===== src/sv/adpcm_pkg.sv =====
// shared types, constants and codes of the adpcm decoder
package adpcm_pkg;

  localparam int unsigned CoefW       = 16;
  localparam int unsigned SampleW     = 16;
  localparam int unsigned ShiftW      = 4;
  localparam int unsigned ByteW       = 8;
  localparam int unsigned CfgDataW    = 64;
  localparam int unsigned CfgIdxW     = 3;
  localparam int unsigned HistW       = 32;
  localparam int unsigned NumCoefRegs = 4;
  localparam int unsigned PosW        = 3;
  localparam int unsigned QueueDepthDefault = 2;

  localparam logic [ShiftW-1:0] MaxShift       = 4'd15;
  localparam logic [PosW-1:0]   FrameDataBytes = 3'd7;
  localparam int unsigned       PredShift      = 11;

  // configuration register indexes
  typedef enum logic [CfgIdxW-1:0] {
    CFG_COEF_01 = 3'd0,
    CFG_COEF_23 = 3'd1,
    CFG_COEF_45 = 3'd2,
    CFG_COEF_67 = 3'd3,
    CFG_HIST    = 3'd4
  } cfg_idx_e;

  typedef logic [NumCoefRegs-1:0][CfgDataW-1:0] coef_bank_t;

  // command kinds from front to back
  typedef enum logic [1:0] {
    OP_HEADER = 2'd0,
    OP_DATA   = 2'd1,
    OP_ERROR  = 2'd2
  } op_e;

  typedef struct packed {
    op_e               op;
    logic [ByteW-1:0]  data;
    logic              last;
    logic [CoefW-1:0]  coef_one;
    logic [CoefW-1:0]  coef_two;
    logic [ShiftW-1:0] shift;
    logic              load_hist;
    logic [HistW-1:0]  hist;
  } cmd_t;

endpackage


===== src/sv/adpcm_in_if.sv =====
// input channel: encoded stream words
interface adpcm_in_if;
  logic       valid;
  logic       ready;
  logic [7:0] data_byte;
  logic       stream_start;

  modport source (output valid, output data_byte, output stream_start, input ready);
  modport sink   (input valid, input data_byte, input stream_start, output ready);
endinterface


===== src/sv/adpcm_out_if.sv =====
// output channel: decoded sample pairs and error flags
interface adpcm_out_if;
  logic               valid;
  logic               ready;
  logic signed [15:0] sample_first;
  logic signed [15:0] sample_second;
  logic               frame_end;
  logic               header_error;

  modport source (output valid, output sample_first, output sample_second,
                  output frame_end, output header_error, input ready);
  modport sink   (input valid, input sample_first, input sample_second,
                  input frame_end, input header_error, output ready);
endinterface


===== src/sv/adpcm_fifo.sv =====
// small command queue between front and back
module adpcm_fifo #(
  parameter int unsigned Depth = adpcm_pkg::QueueDepthDefault
) (
  input  logic              clk_i,
  input  logic              rst_ni,
  input  logic              push_i,
  input  adpcm_pkg::cmd_t   push_data_i,
  input  logic              pop_i,
  output adpcm_pkg::cmd_t   pop_data_o,
  output logic              full_o,
  output logic              empty_o
);
  import adpcm_pkg::*;

  localparam int unsigned PtrW = (Depth > 1) ? $clog2(Depth) : 1;
  localparam int unsigned CntW = $clog2(Depth + 1);

  cmd_t            mem_q [Depth];
  logic [PtrW-1:0] wr_ptr_q, wr_ptr_d, rd_ptr_q, rd_ptr_d;
  logic [CntW-1:0] cnt_q, cnt_d;
  logic            do_push, do_pop;

  assign full_o     = (cnt_q == CntW'(Depth));
  assign empty_o    = (cnt_q == '0);
  assign do_push    = push_i && !full_o;
  assign do_pop     = pop_i && !empty_o;
  assign pop_data_o = mem_q[rd_ptr_q];

  always_comb begin
    wr_ptr_d = wr_ptr_q;
    rd_ptr_d = rd_ptr_q;
    cnt_d    = cnt_q;
    if (do_push) begin
      wr_ptr_d = (wr_ptr_q == PtrW'(Depth - 1)) ? '0 : wr_ptr_q + 1'b1;
    end
    if (do_pop) begin
      rd_ptr_d = (rd_ptr_q == PtrW'(Depth - 1)) ? '0 : rd_ptr_q + 1'b1;
    end
    if (do_push && !do_pop) begin
      cnt_d = cnt_q + 1'b1;
    end else if (do_pop && !do_push) begin
      cnt_d = cnt_q - 1'b1;
    end
  end

  always_ff @(posedge clk_i or negedge rst_ni) begin
    if (!rst_ni) begin
      wr_ptr_q <= '0;
      rd_ptr_q <= '0;
      cnt_q    <= '0;
    end else begin
      wr_ptr_q <= wr_ptr_d;
      rd_ptr_q <= rd_ptr_d;
      cnt_q    <= cnt_d;
    end
  end

  always_ff @(posedge clk_i) begin
    if (do_push) begin
      mem_q[wr_ptr_q] <= push_data_i;
    end
  end
endmodule


===== src/sv/adpcm_front.sv =====
// front end: accepts words, tracks frame position and error hold, builds commands
module adpcm_front (
  input  logic                         clk_i,
  input  logic                         rst_ni,
  adpcm_in_if.sink                     in_i,
  input  adpcm_pkg::coef_bank_t        coef_i,
  input  logic [adpcm_pkg::HistW-1:0]  hist_i,
  input  logic                         q_full_i,
  output logic                         push_o,
  output adpcm_pkg::cmd_t              cmd_o
);
  import adpcm_pkg::*;

  logic [PosW-1:0]     pos_q, pos_d, pos_cur;
  logic                err_q, err_d, err_cur;
  logic                accept;
  logic [3:0]          pred;
  logic [ShiftW-1:0]   sh;
  logic                illegal;
  logic [CfgDataW-1:0] coef_reg;

  assign in_i.ready = !q_full_i;
  assign accept     = in_i.valid && !q_full_i;

  // a start word restarts the frame and clears the hold
  assign pos_cur = in_i.stream_start ? '0 : pos_q;
  assign err_cur = in_i.stream_start ? 1'b0 : err_q;

  assign pred     = in_i.data_byte[7:4];
  assign sh       = in_i.data_byte[3:0];
  assign illegal  = pred[3] || (sh == MaxShift);
  assign coef_reg = coef_i[pred[2:1]];

  always_comb begin
    pos_d            = pos_q;
    err_d            = err_q;
    push_o           = 1'b0;
    cmd_o.op         = OP_DATA;
    cmd_o.data       = in_i.data_byte;
    cmd_o.last       = (pos_cur == FrameDataBytes);
    cmd_o.coef_one   = pred[0] ? coef_reg[47:32] : coef_reg[15:0];
    cmd_o.coef_two   = pred[0] ? coef_reg[63:48] : coef_reg[31:16];
    cmd_o.shift      = sh;
    cmd_o.load_hist  = in_i.stream_start;
    cmd_o.hist       = hist_i;
    if (accept) begin
      pos_d = pos_cur;
      err_d = err_cur;
      if (!err_cur) begin
        push_o = 1'b1;
        if (pos_cur == '0) begin
          if (illegal) begin
            cmd_o.op = OP_ERROR;
            err_d    = 1'b1;
          end else begin
            cmd_o.op = OP_HEADER;
            pos_d    = PosW'(1);
          end
        end else begin
          cmd_o.op = OP_DATA;
          pos_d    = (pos_cur == FrameDataBytes) ? '0 : pos_cur + 1'b1;
        end
      end
    end
  end

  always_ff @(posedge clk_i or negedge rst_ni) begin
    if (!rst_ni) begin
      pos_q <= '0;
      err_q <= 1'b0;
    end else begin
      pos_q <= pos_d;
      err_q <= err_d;
    end
  end
endmodule


===== src/sv/adpcm_back.sv =====
// back end: predictor datapath, history and output register
module adpcm_back (
  input  logic              clk_i,
  input  logic              rst_ni,
  input  adpcm_pkg::cmd_t   cmd_i,
  input  logic              q_empty_i,
  output logic              pop_o,
  adpcm_out_if.source       out_o
);
  import adpcm_pkg::*;

  typedef enum logic [4:0] {
    ST_IDLE   = 5'b00001,
    ST_MUL_HI = 5'b00010,
    ST_ADD_HI = 5'b00100,
    ST_MUL_LO = 5'b01000,
    ST_ADD_LO = 5'b10000
  } state_e;

  state_e state_q, state_d;

  logic signed [CoefW-1:0]   coef_one_q, coef_two_q;
  logic [ShiftW-1:0]         shift_q;
  logic signed [SampleW-1:0] prev_q, pprev_q;
  logic [ByteW-1:0]          byte_q;
  logic                      last_q;
  logic signed [31:0]        prod_one_q, prod_two_q;

  logic                      out_valid_q;
  logic signed [SampleW-1:0] first_q, second_q;
  logic                      frame_end_q, error_q;
  logic                      out_free;

  logic signed [32:0]        acc;
  logic signed [21:0]        pred;
  logic signed [3:0]         code;
  logic signed [17:0]        scaled;
  logic signed [22:0]        sum;
  logic signed [SampleW-1:0] sample;

  assign out_free = !out_valid_q || out_o.ready;

  // rounded two-tap prediction, floor shift
  assign acc    = 33'(prod_one_q) + 33'(prod_two_q) + 33'sd1024;
  assign pred   = acc[32:PredShift];
  assign code   = state_q[2] ? byte_q[7:4] : byte_q[3:0];
  assign scaled = 18'(code) <<< shift_q;
  assign sum    = 23'(pred) + 23'(scaled);

  always_comb begin
    if (sum < -23'sd32768) begin
      sample = 16'sh8000;
    end else if (sum > 23'sd32767) begin
      sample = 16'sh7fff;
    end else begin
      sample = sum[SampleW-1:0];
    end
  end

  always_comb begin
    state_d = state_q;
    pop_o   = 1'b0;
    unique case (state_q)
      ST_IDLE: begin
        if (!q_empty_i) begin
          unique case (cmd_i.op)
            OP_HEADER: pop_o = 1'b1;
            OP_ERROR:  pop_o = out_free;
            OP_DATA: begin
              pop_o = out_free;
              if (out_free) begin
                state_d = ST_MUL_HI;
              end
            end
            default: pop_o = 1'b1;
          endcase
        end
      end
      ST_MUL_HI: state_d = ST_ADD_HI;
      ST_ADD_HI: state_d = ST_MUL_LO;
      ST_MUL_LO: state_d = ST_ADD_LO;
      ST_ADD_LO: state_d = ST_IDLE;
      default:   state_d = ST_IDLE;
    endcase
  end

  always_ff @(posedge clk_i or negedge rst_ni) begin
    if (!rst_ni) begin
      state_q     <= ST_IDLE;
      out_valid_q <= 1'b0;
      coef_one_q  <= '0;
      coef_two_q  <= '0;
      shift_q     <= '0;
      prev_q      <= '0;
      pprev_q     <= '0;
    end else begin
      state_q <= state_d;
      if (out_valid_q && out_o.ready) begin
        out_valid_q <= 1'b0;
      end
      if (pop_o) begin
        unique case (cmd_i.op)
          OP_HEADER: begin
            coef_one_q <= cmd_i.coef_one;
            coef_two_q <= cmd_i.coef_two;
            shift_q    <= cmd_i.shift;
            if (cmd_i.load_hist) begin
              prev_q  <= cmd_i.hist[15:0];
              pprev_q <= cmd_i.hist[31:16];
            end
          end
          OP_ERROR:  out_valid_q <= 1'b1;
          OP_DATA:   ;
          default:   ;
        endcase
      end
      if (state_q == ST_ADD_HI || state_q == ST_ADD_LO) begin
        prev_q  <= sample;
        pprev_q <= prev_q;
      end
      if (state_q == ST_ADD_LO) begin
        out_valid_q <= 1'b1;
      end
    end
  end

  // datapath and payload registers
  always_ff @(posedge clk_i) begin
    if (pop_o && cmd_i.op == OP_DATA) begin
      byte_q <= cmd_i.data;
      last_q <= cmd_i.last;
    end
    if (state_q == ST_MUL_HI || state_q == ST_MUL_LO) begin
      prod_one_q <= 32'(coef_one_q) * 32'(prev_q);
      prod_two_q <= 32'(coef_two_q) * 32'(pprev_q);
    end
    if (pop_o && cmd_i.op == OP_ERROR) begin
      first_q     <= '0;
      second_q    <= '0;
      frame_end_q <= 1'b0;
      error_q     <= 1'b1;
    end
    if (state_q == ST_ADD_HI) begin
      first_q <= sample;
    end
    if (state_q == ST_ADD_LO) begin
      second_q    <= sample;
      frame_end_q <= last_q;
      error_q     <= 1'b0;
    end
  end

  assign out_o.valid         = out_valid_q;
  assign out_o.sample_first  = first_q;
  assign out_o.sample_second = second_q;
  assign out_o.frame_end     = frame_end_q;
  assign out_o.header_error  = error_q;
endmodule


===== src/sv/dsp_adpcm_decoder.sv =====
// top level: 4-bit adpcm decoder with config registers, front end, queue and back end
// a data word is queued, dispatched from idle once the output register is free, and its pair
// is registered after the back end sequencer steps through mul_hi, add_hi, mul_lo and add_lo
// (two multiply and two accumulate states per byte); new data words dispatch only from idle
// header words are popped from idle without the sequencer; words in error hold are never queued
// reset: asynchronous active low, clears config registers, history and frame state
module dsp_adpcm_decoder #(
  parameter int unsigned QueueDepth = adpcm_pkg::QueueDepthDefault
) (
  input  logic                           clk_i,
  input  logic                           rst_ni,
  adpcm_in_if.sink                       in_i,
  adpcm_out_if.source                    out_o,
  input  logic                           cfg_we_i,
  input  logic [adpcm_pkg::CfgIdxW-1:0]  cfg_idx_i,
  input  logic [adpcm_pkg::CfgDataW-1:0] cfg_wdata_i
);
  import adpcm_pkg::*;

  // coefficient bank, two predictors per register
  coef_bank_t       coef_q;
  // initial history: prev in low half, prev-prev in high half
  logic [HistW-1:0] hist_q;

  // queue handshake between front and back
  logic q_push, q_pop, q_full, q_empty;
  cmd_t front_cmd, back_cmd;

  // config writes, indexes past the list are dropped
  always_ff @(posedge clk_i or negedge rst_ni) begin
    if (!rst_ni) begin
      coef_q <= '0;
      hist_q <= '0;
    end else if (cfg_we_i) begin
      unique case (cfg_idx_i)
        CFG_COEF_01: coef_q[0] <= cfg_wdata_i;
        CFG_COEF_23: coef_q[1] <= cfg_wdata_i;
        CFG_COEF_45: coef_q[2] <= cfg_wdata_i;
        CFG_COEF_67: coef_q[3] <= cfg_wdata_i;
        CFG_HIST:    hist_q    <= cfg_wdata_i[HistW-1:0];
        default:     ;
      endcase
    end
  end

  // front: classifies header / data words, holds off after a bad header
  adpcm_front u_front (
    .clk_i    (clk_i),
    .rst_ni   (rst_ni),
    .in_i     (in_i),
    .coef_i   (coef_q),
    .hist_i   (hist_q),
    .q_full_i (q_full),
    .push_o   (q_push),
    .cmd_o    (front_cmd)
  );

  // decouples word acceptance from the slower sample datapath
  adpcm_fifo #(
    .Depth (QueueDepth)
  ) u_fifo (
    .clk_i       (clk_i),
    .rst_ni      (rst_ni),
    .push_i      (q_push),
    .push_data_i (front_cmd),
    .pop_i       (q_pop),
    .pop_data_o  (back_cmd),
    .full_o      (q_full),
    .empty_o     (q_empty)
  );

  // back: predictor, clamp, history update and output register
  adpcm_back u_back (
    .clk_i     (clk_i),
    .rst_ni    (rst_ni),
    .cmd_i     (back_cmd),
    .q_empty_i (q_empty),
    .pop_o     (q_pop),
    .out_o     (out_o)
  );
endmodule

===== src/flat_wrapper.sv =====
// flat-port wrapper written by rule: the top's interface ports become plain ports
module dsp_adpcm_decoder_flat import adpcm_pkg::*;
#(
  parameter int unsigned QueueDepth = adpcm_pkg::QueueDepthDefault
)
  (clk_i, rst_ni, cfg_we_i, cfg_idx_i, cfg_wdata_i, in_i_valid, in_i_data_byte, in_i_stream_start, in_i_ready, out_o_valid, out_o_sample_first, out_o_sample_second, out_o_frame_end, out_o_header_error, out_o_ready);
  adpcm_in_if in_i_i ();
  adpcm_out_if out_o_i ();
  input  logic clk_i;
  input  logic rst_ni;
  input  logic cfg_we_i;
  input  logic [adpcm_pkg::CfgIdxW-1:0] cfg_idx_i;
  input  logic [adpcm_pkg::CfgDataW-1:0] cfg_wdata_i;
  input wire logic [$bits(in_i_i.valid)-1:0] in_i_valid;
  input wire logic [$bits(in_i_i.data_byte)-1:0] in_i_data_byte;
  input wire logic [$bits(in_i_i.stream_start)-1:0] in_i_stream_start;
  output wire logic [$bits(in_i_i.ready)-1:0] in_i_ready;
  output wire logic [$bits(out_o_i.valid)-1:0] out_o_valid;
  output wire logic [$bits(out_o_i.sample_first)-1:0] out_o_sample_first;
  output wire logic [$bits(out_o_i.sample_second)-1:0] out_o_sample_second;
  output wire logic [$bits(out_o_i.frame_end)-1:0] out_o_frame_end;
  output wire logic [$bits(out_o_i.header_error)-1:0] out_o_header_error;
  input wire logic [$bits(out_o_i.ready)-1:0] out_o_ready;
  assign in_i_i.valid = in_i_valid;
  assign in_i_i.data_byte = in_i_data_byte;
  assign in_i_i.stream_start = in_i_stream_start;
  assign in_i_ready = in_i_i.ready;
  assign out_o_valid = out_o_i.valid;
  assign out_o_sample_first = out_o_i.sample_first;
  assign out_o_sample_second = out_o_i.sample_second;
  assign out_o_frame_end = out_o_i.frame_end;
  assign out_o_header_error = out_o_i.header_error;
  assign out_o_i.ready = out_o_ready;
  dsp_adpcm_decoder #(.QueueDepth(QueueDepth)) u_core (.clk_i(clk_i), .rst_ni(rst_ni), .in_i(in_i_i), .out_o(out_o_i), .cfg_we_i(cfg_we_i), .cfg_idx_i(cfg_idx_i), .cfg_wdata_i(cfg_wdata_i));
endmodule

===== config.mk =====
export PLATFORM = sky130hd
export DESIGN_NAME = dsp_adpcm_decoder_flat
export DESIGN_NICKNAME = d
export VERILOG_FILES = /design/src/sv/adpcm_pkg.sv /design/src/sv/adpcm_in_if.sv /design/src/sv/adpcm_out_if.sv /design/src/sv/adpcm_fifo.sv /design/src/sv/adpcm_front.sv /design/src/sv/adpcm_back.sv /design/src/sv/dsp_adpcm_decoder.sv /design/src/flat_wrapper.sv
export SDC_FILE = /design/constraint.sdc
export NUM_CORES = 2
export LEC_CHECK = 0
export ABC_CLOCK_PERIOD_IN_PS = 18800
export BUFFER_PORTS_ARGS = -buffer_cell sky130_fd_sc_hd__buf_2
export CORE_UTILIZATION = 25
export CTS_CLUSTER_DIAMETER = 80
export DETAILED_ROUTE_END_ITERATION = 6
export GPL_TIMING_DRIVEN = 0
export PLACE_DENSITY = 0.46
export SLEW_MARGIN = 15
export SYNTH_ARGS = -nofsm -noshare
export SYNTH_HDL_FRONTEND = slang
export SYNTH_SLANG_ARGS = --single-unit

===== constraint.sdc =====
create_clock -name clk_i -period 18.8 [get_ports clk_i]
set_clock_uncertainty 0.2 [all_clocks]
set_input_delay 0.94 -clock clk_i [delete_from_list [all_inputs] [get_ports clk_i]]
set_output_delay 0.94 -clock clk_i [all_outputs]
set_load 0.03 [all_outputs]

==> results.md <==
* Post-Synthesis Net Count at around 4900
* Chain of cells forming the critical path: clkbuf_1 > clkbuf_1 > nand2_1 > fa_1 > inv_1 > fa_1 > inv_1 > fa_1 > inv_1 > fa_1 > inv_1 > fa_1 > inv_1 > fa_1 > ha_1 > nand3_1 > o31ai_1 > a31oi_1 > o311ai_0 > a21oi_1 > xnor2_1
* Combined area of all synthesized cells at ~0.048 mm^2
* Height of the die at roughly 440 um
* DR vias at roughly 30000
* PostCTS Resize Cnt at 0
* First-pass GRT wire length at between 200 and 250 mm
* Final Hold Viols at 0
* Most frequent CP cell: sky130_fd_sc_hd__fa_1
* Final nets at ~5100
* Setup repair after global routing missed its margin: no
* Largest area contributor in the synthesized netlist: sky130_fd_sc_hd__fa_1
* I/O pin total at 117
* Routed length per placed instance at between 15 and 20 um
* Maximum clock insertion buffer count at 3
* Area of the core at ~0.19 mm^2
* First-iteration detailed-routing DRC count at 1541
* Number of remaining DRC errors at 0
* CTS buffer count at 75
* Startpoint type of the worst setup path: register
* Routability cong. at around 0.86
* Layout cell share with drive strength beyond 1 at between 10% and 20%
* Remaining antenna violation count after routing at 0
* Clock sinks at 629
* Worst-path fanout max at 10
* Final period demand of the worst path at about 8 ns
* Fraction of the mapped netlist area in simple logic gates at 9.00%
* Max Freq at 0.126 GHz
* Largest stage delay on the critical path at around 0.66 ns
* Hold WC Path Type: in2async
* Summed negative setup slack over all endpoints at 0 ns
* Status: complete, no violations
* Sum of overflow across all layers after global routing at 0
* Max H-tree Level at 3
* Number of unique standard cell types used by synthesis at around 80
* Area added between synthesis and finish at 14.0%
* DRT Wirelength at between 100 and 150 mm
* Crit path max-delay cell type: sky130_fd_sc_hd__o311ai_0
* Share of synthesized flip-flops with an asynchronous set or reset at 58.8%
* Maximum number of pins on one net before global-route repair at 88
* GRT Overall Usage at between 10% and 20%
* Yosys Warn Count at 0
* Worst max-slew margin expressed relative to the limit at approximately an eighth
* Post-synthesis average cell area at approximately 12 um^2
* Cell at the root of the clock tree: sky130_fd_sc_hd__clkbuf_16
* Slew @ Worst Pin at 1.30 ns
* CTS hold repair buffers at 0
* Flops & latches, synth at about 630
* Largest family of logic cells by synthesized area: adder cells
* Final-layout worst hold slack at between 0.04 and 0.05 ns
* Portion of the clock cycle consumed by the worst path in the final layout at 42.2%
* Number of fillers in the final layout at approximately 20000
* Initial core utilization at around 25%
* Synth Area in Compound Gates at approximately 5.7%
* Worst-skew pair later-pin latency at 0.66 ns
* DIE AREA at around 0.19 mm^2
* Xor-xnor portion of the synthesized cell area at 1.93%
* Area share of fa/ha/maj cells after synthesis at 28.8%
* Clock Pin Slew Worst Setup and Hold Paths at 0.06 ns
* Gate count of the mapped netlist at about 4100
* CTS tree: done
* Vias in the first global route at 31664
* Detailed placement HPWL at 110 mm
* DR vias/cell at about 4.4
* IO buf count at 116
* Total number of placement rows at 159
* Worst setup slack for register-to-register paths at 10.86 ns
* Chip width at approximately 440 um
* Gate family responsible for the most delay along the worst path: adder cells
* Total of endpoints with negative setup slack in the final report at 0
* Sequential share of the synthesized area at a little over a third
* Data arrival time of the critical path at a little over 8 ns
* Post-CTS setup repair buffer count at 0
* Critical path class: reg2reg
* Synth cell count leaders: sky130_fd_sc_hd__inv_1 (596), sky130_fd_sc_hd__fa_1 (525), sky130_fd_sc_hd__dfrtp_1 (369), sky130_fd_sc_hd__nand2_1 (359), sky130_fd_sc_hd__mux2_2 (354)
* Final-report max-slew violation count at 0
* Antenna violations before repair at 29
* Required time at the worst-slack endpoint at 19.05 ns
* Layout Utilization at approximately 29%
* First-pass iteration count of the detailed router at 5
* Synth area leaders: sky130_fd_sc_hd__fa_1 (22%), sky130_fd_sc_hd__dfrtp_1 (19%), sky130_fd_sc_hd__edfxtp_1 (16%)
* Kind of end point of the critical path: register
* Ys flop type: sky130_fd_sc_hd__dfrtp_1
* Post-synth EDFFs at 258
* Top-count cell post-synth: sky130_fd_sc_hd__inv_1
* Buf+Inv Stages, Crit Path at 7
* Portion of netlist area occupied by mux cells at 12.6%
* Max-capacitance violation count at 0
* Share of Yosys cell area claimed by the top area cell type at between 20 and 25%
[layout by cell type, fill, tap and decap left out, types with 122 or more instances in the layout]
cell type	synthesis	routed
sky130_fd_sc_hd__inv_1	596	596
sky130_fd_sc_hd__fa_1	525	525
sky130_fd_sc_hd__dfrtp_1	369	369
sky130_fd_sc_hd__nand2_1	359	359
sky130_fd_sc_hd__mux2_2	354	354
sky130_fd_sc_hd__edfxtp_1	258	258
sky130_fd_sc_hd__ha_1	254	254
sky130_fd_sc_hd__and2_1	213	213
sky130_fd_sc_hd__clkbuf_1	153	169
sky130_fd_sc_hd__nor2_1	128	126
sky130_fd_sc_hd__buf_2	6	122
[metal layers]
metal	wire (um)	share of wire, %	up-vias	GRT usage (%)
li1	-	-	13858	-
met1	59200	43	15657	18.8
met2	67100	49	596	24.5
met3	5800	4.3	172	1.72
met4	4010	2.9	18	4.42
met5	113	0.083	-	0
[logic make-up (layout without fill, tap and decap cells)]
kind of cell,count (synthesis),in the layout
other,0,3
AO/OA/AOI/OAI,412,412
multiplexers,476,476
flip-flops,629,629
XOR/XNOR,105,105
AND/OR/NAND/NOR,878,878
adder cells (fa/ha/maj),779,779
buffers and inverters,777,1044
[layout make-up]
cell class                 instances  area, um^2  share of cell area, %
tap                             2495        3120                   5.75
antenna                            3        7.51                 0.0138
sequential                       629       17000                   31.4
timing repair buffer             127         863                   1.59
multi-input combinational       2650       27700                   51.0
inverter                         596        2240                   4.12
buffer                           181         726                   1.34
clock buffer                     102        2120                   3.91
clock inverter                    38         482                  0.888
[stage by stage]
step | cell area (um^2) | cells | worst slack [ns]
global placement | 51300 | 6667 | 8.75
global route | 54200 | 6818 | 10.45
CTS | 54200 | 6818 | 10.89
floorplan | 47600 | 4056 | 12.06
finish | 54200 | 6821 | 10.86
detailed placement | 51600 | 6678 | 10.92
[registers in the layout (all words and copies together), names as in the netlist, 2 cells and up]
name and flops:
u_core.u_fifo.mem_q 152, u_core.u_back.prev_q 16, u_core.hist_q 32, u_core.u_back.byte_q 8, u_core.u_back.state_q 5, u_core.u_back.shift_q 4, u_core.u_back.out_o.sample_second 16, u_core.u_back.pprev_q 16
u_core.coef_q 256, u_core.u_back.prod_one_q 32, u_core.u_back.out_o.sample_first 16, u_core.u_back.coef_one_q 16, u_core.u_front.pos_q 3, u_core.u_fifo.cnt_q 2, u_core.u_back.coef_two_q 16, u_core.u_back.prod_two_q 32
[final timing paths]
path                                           from                      endpoint  depth (start not counted)
setup / recovery           u_core.u_back.pprev_q[7]  u_core.u_back.prod_two_q[25]                         21
hold / removal                               rst_ni            u_core.coef_q[123]                          1
setup reg to reg           u_core.u_back.pprev_q[7]  u_core.u_back.prod_two_q[25]                         21
hold reg to reg                   u_core.hist_q[11]    u_core.u_fifo.mem_q[1][11]                          0
max in group asynchronous                    rst_ni  u_core.u_back.coef_one_q[14]                          3
min in group clk_i                u_core.hist_q[11]    u_core.u_fifo.mem_q[1][11]                          0
Power is not shown: default switching activity piles up to over one toggle a cycle in this logic, so the estimate is an artifact.
